File: config.mk
export PLATFORM = sky130hd
export DESIGN_NAME = mcsw_clip
export DESIGN_NICKNAME = d
export VERILOG_FILES = /design/src/sv/mcsw_pkg.sv /design/src/sv/mcsw_clip.sv
export SDC_FILE = /design/constraint.sdc
export NUM_CORES = 1
export LEC_CHECK = 0
export ABC_AREA = 1
export BUFFER_PORTS_ARGS = -buffer_cell sky130_fd_sc_hd__buf_4
export CAP_MARGIN = 5
export CELL_PAD_IN_SITES_DETAIL_PLACEMENT = 1
export CELL_PAD_IN_SITES_GLOBAL_PLACEMENT = 1
export CORE_AREA = 10 10 175 128
export DETAILED_ROUTE_END_ITERATION = 8
export DIE_AREA = 0 0 185 138
export PLACE_DENSITY_LB_ADDON = 0.1
export SYNTH_ARGS = -nofsm -noshare
export SYNTH_HDL_FRONTEND = slang
export SYNTH_SLANG_ARGS = --single-unit
File: constraint.sdc
create_clock -name clk -period 13 [get_ports clk]
set_input_delay 2.6 -clock clk [delete_from_list [all_inputs] [get_ports clk]]
set_output_delay 2.6 -clock clk [all_outputs]
set_load 0.005 [all_outputs]
File: src/sv/mcsw_pkg.sv
// types, constants and trig functions shared by the motion cone search window
`timescale 1ns / 1ps

package mcsw_pkg;

  localparam int ANGLE_BITS    = 16;
  localparam int FRACTION_BITS = 4;
  localparam int SH            = FRACTION_BITS + 14;
  localparam int PW            = 32;
  localparam int EW            = ((13 + SH) > PW ? (13 + SH) : PW) + 2;
  localparam int NPH           = 3;
  localparam int NTR           = 2;
  localparam int NPR           = NPH * NTR;
  localparam int CFG_DW        = 15;
  localparam int CFG_AW        = 2;

  typedef logic [15:0]          phase_t;
  typedef logic signed [15:0]   trig_t;
  typedef logic signed [PW-1:0] prod_t;
  typedef logic signed [EW-1:0] edge_t;
  typedef logic [12:0]          pix_t;

  localparam pix_t   MAX_SIZE = 13'd4096;
  localparam phase_t QUARTER  = 16'h4000;

  typedef enum logic [CFG_AW-1:0] {
    REG_IMAGE_WIDTH     = 2'd0,
    REG_IMAGE_HEIGHT    = 2'd1,
    REG_MARGIN_PIXELS   = 2'd2,
    REG_CONE_HALF_ANGLE = 2'd3
  } reg_idx_t;

  typedef struct packed {
    logic [12:0] image_width;
    logic [12:0] image_height;
    logic [11:0] margin_pixels;
    logic [14:0] cone_half_angle;
  } cfg_t;

  typedef struct packed {
    logic [15:0]        pos_x;
    logic [15:0]        pos_y;
    logic [15:0]        heading;
    logic signed [15:0] near_travel;
    logic signed [15:0] far_travel;
  } item_t;

  typedef struct packed {
    logic [15:0]           pos_x;
    logic [15:0]           pos_y;
    logic [NTR-1:0][15:0]  trav;
    logic [NPH-1:0][15:0]  cos_v;
    logic [NPH-1:0][15:0]  sin_v;
  } trig_st_t;

  typedef struct packed {
    logic [15:0]           pos_x;
    logic [15:0]           pos_y;
    logic [NPR-1:0][PW-1:0] vx;
    logic [NPR-1:0][PW-1:0] vy;
  } proj_t;

  typedef struct packed {
    logic [EW-1:0] sx;
    logic [EW-1:0] sy;
    logic [EW-1:0] ex;
    logic [EW-1:0] ey;
  } box_t;

  typedef struct packed {
    pix_t start_x;
    pix_t start_y;
    pix_t end_x;
    pix_t end_y;
    pix_t span_x;
    pix_t span_y;
  } res_t;

  // quarter wave of sine, 16384 full scale
  localparam logic [14:0] QSINE [17] = '{
    15'd0,     15'd1606,  15'd3196,  15'd4756,  15'd6270,  15'd7723,
    15'd9102,  15'd10394, 15'd11585, 15'd12665, 15'd13623, 15'd14449,
    15'd15137, 15'd15679, 15'd16069, 15'd16305, 15'd16384
  };

  function automatic logic [14:0] quarter_wave(input logic [14:0] u);
    logic [4:0]  idx;
    logic [9:0]  fr;
    logic [14:0] lo;
    logic [14:0] hi;
    logic [10:0] dif;
    logic [20:0] prod;
    idx  = {1'b0, u[13:10]};
    fr   = u[9:0];
    lo   = QSINE[idx];
    hi   = QSINE[idx + 5'd1];
    dif  = 11'(hi - lo);
    prod = 21'(dif) * 21'(fr);
    return u[14] ? 15'd16384 : lo + 15'(prod[20:10]);
  endfunction

  function automatic trig_t sine16(input phase_t p);
    logic [14:0] u;
    logic [14:0] w;
    u = p[14] ? (15'd16384 - {1'b0, p[13:0]}) : {1'b0, p[13:0]};
    w = quarter_wave(u);
    return p[15] ? -$signed({1'b0, w}) : $signed({1'b0, w});
  endfunction

  function automatic phase_t to_phase(input logic [ANGLE_BITS-1:0] a);
    logic [ANGLE_BITS+15:0] ext;
    ext = {a, 16'b0};
    return ext[ANGLE_BITS+15 -: 16];
  endfunction

endpackage

File: src/sv/mcsw_clip.sv
// stage that clamps the window to the image and forms the result word
`timescale 1ns / 1ps

module mcsw_clip (
  input  logic           clk,
  input  logic           rst_n,
  input  mcsw_pkg::cfg_t cfg,
  input  logic           up_valid,
  output logic           up_ready,
  input  mcsw_pkg::box_t up_data,
  output logic           dn_valid,
  input  logic           dn_ready,
  output mcsw_pkg::res_t dn_data
);
  import mcsw_pkg::*;

  logic vld_r;
  res_t res_r;
  res_t res_nxt;
  pix_t sw;
  pix_t sh;
  edge_t lx;
  edge_t ly;

  function automatic pix_t to_pixel(input edge_t v, input edge_t lim);
    edge_t c;
    priority if (v < 0) begin
      c = '0;
    end else if (v > lim) begin
      c = lim;
    end else begin
      c = v;
    end
    return c[SH+12:SH];
  endfunction

  assign up_ready = !vld_r || dn_ready;
  assign dn_valid = vld_r;
  assign dn_data  = res_r;

  always_comb begin
    sw = (cfg.image_width > MAX_SIZE) ? MAX_SIZE : cfg.image_width;
    sh = (cfg.image_height > MAX_SIZE) ? MAX_SIZE : cfg.image_height;
    lx = edge_t'({sw, {SH{1'b0}}});
    ly = edge_t'({sh, {SH{1'b0}}});
    res_nxt.start_x = to_pixel($signed(up_data.sx), lx);
    res_nxt.start_y = to_pixel($signed(up_data.sy), ly);
    res_nxt.end_x   = to_pixel($signed(up_data.ex), lx);
    res_nxt.end_y   = to_pixel($signed(up_data.ey), ly);
    res_nxt.span_x  = (res_nxt.end_x > res_nxt.start_x) ?
                      res_nxt.end_x - res_nxt.start_x : '0;
    res_nxt.span_y  = (res_nxt.end_y > res_nxt.start_y) ?
                      res_nxt.end_y - res_nxt.start_y : '0;
  end

  always_ff @(posedge clk) begin
    if (!rst_n) begin
      vld_r <= 1'b0;
    end else if (up_ready) begin
      vld_r <= up_valid;
    end
  end

  always_ff @(posedge clk) begin
    if (up_ready && up_valid) begin
      res_r <= res_nxt;
    end
  end

  a_reset_empty: assert property (@(posedge clk) !rst_n |=> !vld_r)
    else $error("result valid right after reset");

  a_span_x: assert property (@(posedge clk) disable iff (!rst_n)
    vld_r |-> (res_r.span_x == ((res_r.end_x > res_r.start_x) ?
                                res_r.end_x - res_r.start_x : 13'd0)))
    else $error("x span does not match edges");

  a_end_x_lim: assert property (@(posedge clk) disable iff (!rst_n)
    vld_r |-> (res_r.end_x <= sw && res_r.start_x <= sw))
    else $error("x edge beyond image width");

  a_end_y_lim: assert property (@(posedge clk) disable iff (!rst_n)
    vld_r |-> (res_r.end_y <= sh && res_r.start_y <= sh))
    else $error("y edge beyond image height");

endmodule
==> metrics.yaml <==
rows: 43
drive_gt1_share_pct: 23.8
worst_slew_pin_slew_ns: 1.01
cts_tree: "yes"
vdd.ir_drop.worst_uv: 59.1
synth_edf_count: 78
utilization_pct: 48.2
yosysMostFrequentCell: "nand2_1"
critPathBufInv: 4
fin_tns_setup_ns: 0
power.share.switching_pct: 33.2
p_leak_nw: 5.00
yosys_warnings: 0
r2r_slack_ns: 11.29
wl_met3_um: 2140
crit_path_frequent_cell: "nand2_1"
slowest_delay_ns: 0.41
place_ws_ns: 5.73
clockPowerShare_pct: 28.9
syn_nets: 1231
critPathTopFamily: "simple AND/OR/NAND/NOR gates"
slew_headroom_pct: 32.4
antenna_found_initial: 0
cts-root-buf: "clkbuf_16"
synth_area_leaders: "edfxtp_1 (34%), ha_1 (14%), nand2_1 (13%)"
holdWs_ns: 0.564
cts_buffers: 9
slew_viol_final: 0
crit_required_ns: 13.11
pwr-share-comb_pct: 35.1
n_antenna_cell: 0
synth_cell_types: 44
grt_pass1_vias: 7330
worstSetupEndpointType: "register"
yosys-top-cells-count: "nand2_1 (239), inv_1 (157), nor2_1 (149)"
top_layer: "met4"
ys_ff_latch: 79
fmax_ghz: 0.144
clock_latency_ns: 0.35
yosysSeqAreaShare_pct: 34.2
cts_buffer_depth: 2
grt.total_usage_pct: 19.5
wl_per_cell_um: 17.7
cts_hold_buf: 0
dpl.cell_count: 1435
finalCritPeriodShare_pct: 53.4
cp_max_fo: 24
nFillCells: 2495
pwr_density_cell_mw_per_mm2: 96.2
finalWirelength_um: 25600
rsz0062_at_grt: "no"
syn2layout_area_growth_pct: 34.3
setup_viol_count_final: 0
synthArstFlopShare_pct: 0
vias: 7024
p_int_mw: 0.597
syn-cell-area_mm2: 0.00691
synthFlopType: "edfxtp_1"
drv_cap: 0
layout.nets: 1472
design.core.area_mm2: 0.0193
grt_max_degree: 79
grt_overflow: 0
hp-class: "register to register"
avgViaCountPerCell: 4.84
drc_errors: 0
start_util_pct: 35.9
grt_first_pass_wirelength_um: 39600
ctsResizeCount: 0
die-area_mm2: 0.0255
numClockSinks: 79
hold_violations: 0
finClkSkew_ns: 0.00948
post-dp-hpwl_um: 22100
place_congestion: 0.865
htreeDepth: 3
num_io_pins: 273
cp-start-kind: "primary input"
postSynthCellCount: 958
die_h_um: 138
met2WireLength_um: 10400
cp_slowest_cell: "fa_1"
wl_met1_um: 13000
syn_area_per_cell_um2: 7.21
die_width_um: 185
status: "finished clean"
drtAntennaViolNets: 0
final_cells: 1451
crit_arrival_ns: 7.06
first_pass_iters: 7
drt_iter0_markers: 348
setup_slack_ns: 6.06
post-cts-setup-buffers: 0
switching_power_mw: 0.296
yosysTopAreaCellShare_pct: 33.9
clkSlewWorstSetupHoldPaths_ns: 0.06
yosysTopAreaCell: "edfxtp_1"
min_period_ns: 6.94
seq_power_share_pct: 35.9
place.port_buffers: 245
path_class: "primary input to register"
## path summary, 6_finish.rpt
path,start,to,cells past startpoint
max reg2reg,dn_valid,dn_data[51],2
min,dn_valid,dn_valid,2
max,cfg[48],dn_data[23],27
min reg2reg,dn_valid,dn_valid,2
## power groups by stage
stage	registers [mW]	clock network, mW	logic [mW]
after detailed placement	0.326	0	0.313
after global placement	0.325	0	0.303
final	0.321	0.258	0.314
after floorplan	0.330	0	0.173
after CTS	0.321	0.264	0.315
after global routing	0.323	0.273	0.354
## through the flow
stage	cell area, µm²	power, mW
after CTS	9280	0.900
final	9280	0.893
after floorplan	6910	0.503
after detailed placement	8980	0.639
after global placement	8980	0.629
after global routing	9280	0.950
## cell usage in the layout, fill, tap and decap left out, types with 7 or more instances in the layout
| cell | instances |
|---|---|
| edfxtp_1 | 78 |
| nand2_1 | 239 |
| clkbuf_16 | 9 |
| buf_4 | 247 |
| o21ai_0 | 8 |
| ha_1 | 78 |
| xor2_1 | 7 |
| inv_1 | 157 |
| nand3_1 | 79 |
| nor2_1 | 149 |
| nand4_1 | 24 |
| a21oi_1 | 50 |
| nor3_1 | 8 |
| o21bai_1 | 7 |
| or2_2 | 9 |
| a21o_1 | 7 |
## sequential cells by signal, summed over array words and instances (netlist names)
name	count
dn_data	78
dn_valid	1
## routing by layer
layer	track usage, %	vias up
met5	0	-
met4	2.60	0
met3	6.99	8
met2	27.8	202
met1	28.1	3211
li1	-	3603
## cells by family after synthesis
kind of cell / Yosys count / synth area share, %
adders and majority gates: 80 / 14.7
xor gates and xnor gates: 8 / 1.01
and+or+nand+nor: 526 / 32.4
DFF: 79 / 34.2
buffers and inverters: 176 / 10.1
AOI/OAI and AO/OA: 89 / 7.59
## area by class of cell
cell class / count / area (µm²) / area share, %
Inverter: 159 / 597 / 6.43
Sequential cell: 79 / 2360 / 25.5
Clock buffer: 9 / 225 / 2.43
Multi-Input combinational cell: 703 / 3860 / 41.6
Clock inverter: 7 / 70.1 / 0.755
Tap cell: 247 / 309 / 3.33
Timing Repair Buffer: 247 / 1850 / 20.0
## worst register-to-register path, delay by kind of cell, from the launching register on
| kind | cells | cell delay [ns] |
|---|---|---|
| buffers and inverters | 1 | 0.80 |
| AO/OA/AOI/OAI | 1 | 0.15 |
| flip-flops | 1 | 0.35 |
No activity file was read; power rests on OpenSTA's default activity.
