File: src/sv/mcsw_pkg.sv
// types, constants and trig functions shared by the motion cone search window
`timescale 1ns / 1ps

package mcsw_pkg;

  localparam int ANGLE_BITS    = 16;
  localparam int FRACTION_BITS = 4;
  localparam int SH            = FRACTION_BITS + 14;
  localparam int PW            = 32;
  localparam int EW            = ((13 + SH) > PW ? (13 + SH) : PW) + 2;
  localparam int NPH           = 3;
  localparam int NTR           = 2;
  localparam int NPR           = NPH * NTR;
  localparam int CFG_DW        = 15;
  localparam int CFG_AW        = 2;

  typedef logic [15:0]          phase_t;
  typedef logic signed [15:0]   trig_t;
  typedef logic signed [PW-1:0] prod_t;
  typedef logic signed [EW-1:0] edge_t;
  typedef logic [12:0]          pix_t;

  localparam pix_t   MAX_SIZE = 13'd4096;
  localparam phase_t QUARTER  = 16'h4000;

  typedef enum logic [CFG_AW-1:0] {
    REG_IMAGE_WIDTH     = 2'd0,
    REG_IMAGE_HEIGHT    = 2'd1,
    REG_MARGIN_PIXELS   = 2'd2,
    REG_CONE_HALF_ANGLE = 2'd3
  } reg_idx_t;

  typedef struct packed {
    logic [12:0] image_width;
    logic [12:0] image_height;
    logic [11:0] margin_pixels;
    logic [14:0] cone_half_angle;
  } cfg_t;

  typedef struct packed {
    logic [15:0]        pos_x;
    logic [15:0]        pos_y;
    logic [15:0]        heading;
    logic signed [15:0] near_travel;
    logic signed [15:0] far_travel;
  } item_t;

  typedef struct packed {
    logic [15:0]           pos_x;
    logic [15:0]           pos_y;
    logic [NTR-1:0][15:0]  trav;
    logic [NPH-1:0][15:0]  cos_v;
    logic [NPH-1:0][15:0]  sin_v;
  } trig_st_t;

  typedef struct packed {
    logic [15:0]           pos_x;
    logic [15:0]           pos_y;
    logic [NPR-1:0][PW-1:0] vx;
    logic [NPR-1:0][PW-1:0] vy;
  } proj_t;

  typedef struct packed {
    logic [EW-1:0] sx;
    logic [EW-1:0] sy;
    logic [EW-1:0] ex;
    logic [EW-1:0] ey;
  } box_t;

  typedef struct packed {
    pix_t start_x;
    pix_t start_y;
    pix_t end_x;
    pix_t end_y;
    pix_t span_x;
    pix_t span_y;
  } res_t;

  // quarter wave of sine, 16384 full scale
  localparam logic [14:0] QSINE [17] = '{
    15'd0,     15'd1606,  15'd3196,  15'd4756,  15'd6270,  15'd7723,
    15'd9102,  15'd10394, 15'd11585, 15'd12665, 15'd13623, 15'd14449,
    15'd15137, 15'd15679, 15'd16069, 15'd16305, 15'd16384
  };

  function automatic logic [14:0] quarter_wave(input logic [14:0] u);
    logic [4:0]  idx;
    logic [9:0]  fr;
    logic [14:0] lo;
    logic [14:0] hi;
    logic [10:0] dif;
    logic [20:0] prod;
    idx  = {1'b0, u[13:10]};
    fr   = u[9:0];
    lo   = QSINE[idx];
    hi   = QSINE[idx + 5'd1];
    dif  = 11'(hi - lo);
    prod = 21'(dif) * 21'(fr);
    return u[14] ? 15'd16384 : lo + 15'(prod[20:10]);
  endfunction

  function automatic trig_t sine16(input phase_t p);
    logic [14:0] u;
    logic [14:0] w;
    u = p[14] ? (15'd16384 - {1'b0, p[13:0]}) : {1'b0, p[13:0]};
    w = quarter_wave(u);
    return p[15] ? -$signed({1'b0, w}) : $signed({1'b0, w});
  endfunction

  function automatic phase_t to_phase(input logic [ANGLE_BITS-1:0] a);
    logic [ANGLE_BITS+15:0] ext;
    ext = {a, 16'b0};
    return ext[ANGLE_BITS+15 -: 16];
  endfunction

endpackage

File: src/sv/mcsw_trig.sv
// stage that forms the three cone phases and their sine and cosine
`timescale 1ns / 1ps

module mcsw_trig (
  input  logic              clk,
  input  logic              rst_n,
  input  mcsw_pkg::cfg_t    cfg,
  input  logic              up_valid,
  output logic              up_ready,
  input  mcsw_pkg::item_t   up_data,
  output logic              dn_valid,
  input  logic              dn_ready,
  output mcsw_pkg::trig_st_t dn_data
);
  import mcsw_pkg::*;

  logic                  vld_r;
  trig_st_t              trig_r;
  trig_st_t              trig_nxt;
  logic [ANGLE_BITS-1:0] hd;
  logic [ANGLE_BITS-1:0] cn;
  phase_t                ph [NPH];

  assign up_ready = !vld_r || dn_ready;
  assign dn_valid = vld_r;
  assign dn_data  = trig_r;

  always_comb begin
    hd    = ANGLE_BITS'(up_data.heading);
    cn    = ANGLE_BITS'(cfg.cone_half_angle);
    ph[0] = to_phase(hd);
    ph[1] = to_phase(hd + cn);
    ph[2] = to_phase(hd - cn);
    trig_nxt.pos_x   = up_data.pos_x;
    trig_nxt.pos_y   = up_data.pos_y;
    trig_nxt.trav[0] = up_data.far_travel;
    trig_nxt.trav[1] = up_data.near_travel;
    for (int i = 0; i < NPH; i++) begin
      trig_nxt.cos_v[i] = sine16(ph[i] + QUARTER);
      trig_nxt.sin_v[i] = sine16(ph[i]);
    end
  end

  always_ff @(posedge clk) begin
    if (!rst_n) begin
      vld_r <= 1'b0;
    end else if (up_ready) begin
      vld_r <= up_valid;
    end
  end

  always_ff @(posedge clk) begin
    if (up_ready && up_valid) begin
      trig_r <= trig_nxt;
    end
  end

endmodule

File: config.mk
export PLATFORM = sky130hd
export DESIGN_NAME = mcsw_trig
export DESIGN_NICKNAME = d
export VERILOG_FILES = /design/src/sv/mcsw_pkg.sv /design/src/sv/mcsw_trig.sv
export SDC_FILE = /design/constraint.sdc
export NUM_CORES = 2
export LEC_CHECK = 0
export BUFFER_PORTS_ARGS = -buffer_cell sky130_fd_sc_hd__buf_2
export CAP_MARGIN = 20
export CORE_UTILIZATION = 58
export CTS_BUF_LIST = sky130_fd_sc_hd__clkbuf_4 sky130_fd_sc_hd__clkbuf_8
export DETAILED_ROUTE_END_ITERATION = 6
export GPL_TIMING_DRIVEN = 0
export MAX_ROUTING_LAYER = met4
export PLACE_DENSITY = 0.85
export SLEW_MARGIN = 20
export SYNTH_ARGS = -nofsm -noshare
export SYNTH_HDL_FRONTEND = slang
export SYNTH_SLANG_ARGS = --single-unit
export TNS_END_PERCENT = 5
File: constraint.sdc
create_clock -name clk -period 18.3 [get_ports clk]
set_input_delay 1.83 -clock clk [delete_from_list [all_inputs] [get_ports clk]]
set_output_delay 1.83 -clock clk [all_outputs]
set_load 0.03 [all_outputs]
==> impl_summary.md <==
Floorplanning
The initial utilization of the core area, before any placement, comes to 0.587. The total I/O pin count is 299. The row count is 97. The die is 268 um wide.

In this run the vertical extent of the chip is approximately 270 um. The placeable core area is 70000 um^2. The floorplan step defined a die boundary enclosing 71900 um^2.

CTS
TritonCTS built the clock tree. At the later pin of the worst-skew pair, clock insertion delay measures approximately 0.57 ns. The count of clock tree sinks is 161. The number of buffers inserted to repair setup after CTS is 0. The clock passes through at most 2 buffers. Buffers inserted during clock tree synthesis total 17. The clock-pin slew reported for the worst setup and hold paths after clock tree synthesis is approximately 0.13 ns. The tree is rooted in a sky130_fd_sc_hd__clkbuf_8. The H-tree generated during clock tree synthesis spans 4 levels.

Drt
The via count normalized by instance count is ~6. For this run, the detailed router's first-pass iteration total came to 7. The post-route DRC violation count is 24. The final route contains around 37000 vias. In the final routed layout, each cell accounts on average for 18.0 um. The remaining number of nets flagged by the antenna check after routing is 0.

The violation count after the first detailed-route iteration is 3409. For this block, the routed nets add up to 112000 um of wire.

Status
The checks that failed: design-rule violations. The run finished, with violations left.

Yosys
The synthesized area per cell is 8.24 um^2. The sequential share of the synthesized area is 0.117. The total standard cell area after synthesis is 41100 um^2. By count the netlist is led by sky130_fd_sc_hd__inv_1, sky130_fd_sc_hd__nor2_1, sky130_fd_sc_hd__ha_1, sky130_fd_sc_hd__nand2_1, sky130_fd_sc_hd__fa_1. The count of different cell masters after synthesis is 116. Yosys instantiated no cell more often than sky130_fd_sc_hd__inv_1.

The synthesized netlist net count is around 6100. In this run, synthesis inferred 160 flip-flops with an integrated enable. The number of warnings issued by yosys is 0. The async set or reset register ratio after synthesis is 0.

The prevailing post-synth register cell is sky130_fd_sc_hd__edfxtp_1. Summed over all instances, the cell type with the most area after synthesis is sky130_fd_sc_hd__fa_1. The cell count after synthesis is 4985. The share of synthesized area in the top cell type comes to 0.208. In the post-synthesis netlist, the biggest area contributors are sky130_fd_sc_hd__fa_1, sky130_fd_sc_hd__ha_1, sky130_fd_sc_hd__edfxtp_1.

In this run, synthesis produced a sequential element count of 161.

Worst setup path
The critical path is of the primary input to flip-flop type. STA puts the critical path data required time at ~19 ns. The number of cells on the worst reg-to-reg path is 4. The startpoint type of the worst setup path is a primary input. In this design, the stage delay of the slowest critical-path cell is 0.64 ns. The critical path endpoint category is a flip-flop.

The worst-path cell with the longest stage delay is sky130_fd_sc_hd__or4_4. The largest fanout on the critical path is 10. Setup slack on the worst reg-to-reg path comes out at 16.58 ns. In this design, the critical path's most frequently occurring cell is sky130_fd_sc_hd__inv_1.

For the worst setup path, the data arrival time is 17.68 ns.

Global routing
For this run the aggregate overflow at the end of global routing stands at 0. The via count of the first global-routing pass is 37000. The number of antenna violations at the first check in global routing is 9. For this run, the total global-route usage over all layers was measured as 0.323.

The first-pass GRT wire length is 182000 um. Entering global routing, the biggest net connects 58 pins.

STA
Setup repair after global routing left no endpoint under its margin. The max-slew violation count is 0. In the finished design, the share of the clock period the worst path needs comes to 0.948.

The number of setup violations in the final report is 0. For the pin with the worst max-slew slack, the measured transition is 1.14 ns. The final hold violation count was 0.

The top achievable clock speed is ~0.058 GHz. The worst path in the final design needs a cycle of approximately 17 ns, including I/O delays and setup. Measured against its own limit, the worst slew margin works out to 0.238. Across the routed clock network, the largest skew measured is 0.0302 ns.

Flow run
Across the run, the number of max-cap violations was 0.

Place
Port buffering added ~260 buffers. Detailed placement ended at an HPWL of 92200 um. At the end of routability-driven placement, the weighted congestion stood at 0.993.

Hold path
The worst min-delay path category is flip-flop to flip-flop. The depth of the worst hold-timing path is 2.

Final layout
The layout filler cell count is 5916. Once layout is complete, the utilization of the core stands at 0.631. The final-stage net count is about 6400. The area added between synthesis and finish is 7.46%.

The fraction of layout cells with a size suffix above 1 is 0.0836.
==> per-stage QoR <==
step | cell area [um^2] | cells | setup WS, ns | hold WS, ns | TNS, ns
5_1_grt | 44200 | 6227 | 0.0934 | 0.595 | 0
3_5_place_dp | 43700 | 6187 | -0.341 | 0.543 | -0.531
6_report | 44200 | 6228 | 0.943 | 0.569 | 0
4_1_cts | 44100 | 6219 | 0.233 | 0.562 | 0
2_1_floorplan | 41100 | 4985 | 2.87 | 0.885 | 0
3_3_place_gp | 43600 | 6184 | -0.319 | 0.502 | -0.454
==> final timing paths <==
| kind | from | end |
|---|---|---|
| hold reg to reg | dn_valid | dn_valid |
| setup reg to reg | dn_valid | dn_data[5] |
| hold / removal | dn_valid | dn_valid |
| setup / recovery | up_data[32] | dn_data[46] |
==> layer usage <==
layer | vias to the layer above | global-route usage | wire [um]
met2 | 1577 | 0.529 | 53900
met3 | 257 | 0.0389 | 8600
met1 | 18000 | 0.408 | 46000
met4 | 0 | 0.122 | 3730
met5 | - | - | 0
li1 | 17300 | - | -
==> final cells by class <==
| type | count | area, um^2 | share of cell area |
|---|---|---|---|
| buffer | 190 | 778 | 0.0176 |
| sequential | 161 | 4820 | 0.109 |
| tap | 940 | 1180 | 0.0266 |
| inverter | 657 | 2470 | 0.0560 |
| timing repair buffer | 262 | 1380 | 0.0312 |
| antenna | 10 | 25.0 | 0.000567 |
| clock buffer | 17 | 234 | 0.00530 |
| multi-input combinational | 3976 | 33100 | 0.749 |
| clock inverter | 15 | 210 | 0.00476 |
==> cell usage in the layout (no fill, tap or decap), types with 116 or more instances in the layout <==
cell type and n:
sky130_fd_sc_hd__a21oi_1 275, sky130_fd_sc_hd__xor2_1 116, sky130_fd_sc_hd__inv_1 649, sky130_fd_sc_hd__fa_1 428, sky130_fd_sc_hd__buf_2 271, sky130_fd_sc_hd__edfxtp_1 160, sky130_fd_sc_hd__o21ai_0 180, sky130_fd_sc_hd__ha_1 533
sky130_fd_sc_hd__nor2_1 565, sky130_fd_sc_hd__xnor2_1 239, sky130_fd_sc_hd__clkbuf_1 156, sky130_fd_sc_hd__nand2_1 488
==> timing repair <==
item / in CTS / in global routing
resized for setup: 0 / 7
hold endpoints to repair: 0 / 0
setup endpoints to repair: 0 / 6
hold buffers: 0 / 0
==> worst max-delay path: cells and delay by family <==
kind	cells	cell delay, ns
AND/OR/NAND/NOR	10	2.09
AO/OA/AOI/OAI	23	5.74
buffers and inverters	14	2.17
adder cells (fa/ha/maj)	11	4.65
XOR/XNOR	5	1.19
==> registers in the layout, indices dropped and copies added (netlist names) <==
| register | count |
|---|---|
| dn_valid | 1 |
| dn_data | 160 |
==> logic make-up after synthesis <==
kind of cell | count (synthesis) | share of synthesized area
and+or+nand+nor | 1624 | 0.181
AOI/OAI and AO/OA | 995 | 0.163
adders and majority gates | 961 | 0.371
buffers and inverters | 848 | 0.0791
xor gates and xnor gates | 367 | 0.0804
DFF | 161 | 0.117
muxes | 29 | 0.00828
Power is left out: the tool's default activity adds up to more than one toggle a clock period on the data nets, which glitch-free logic cannot reach.
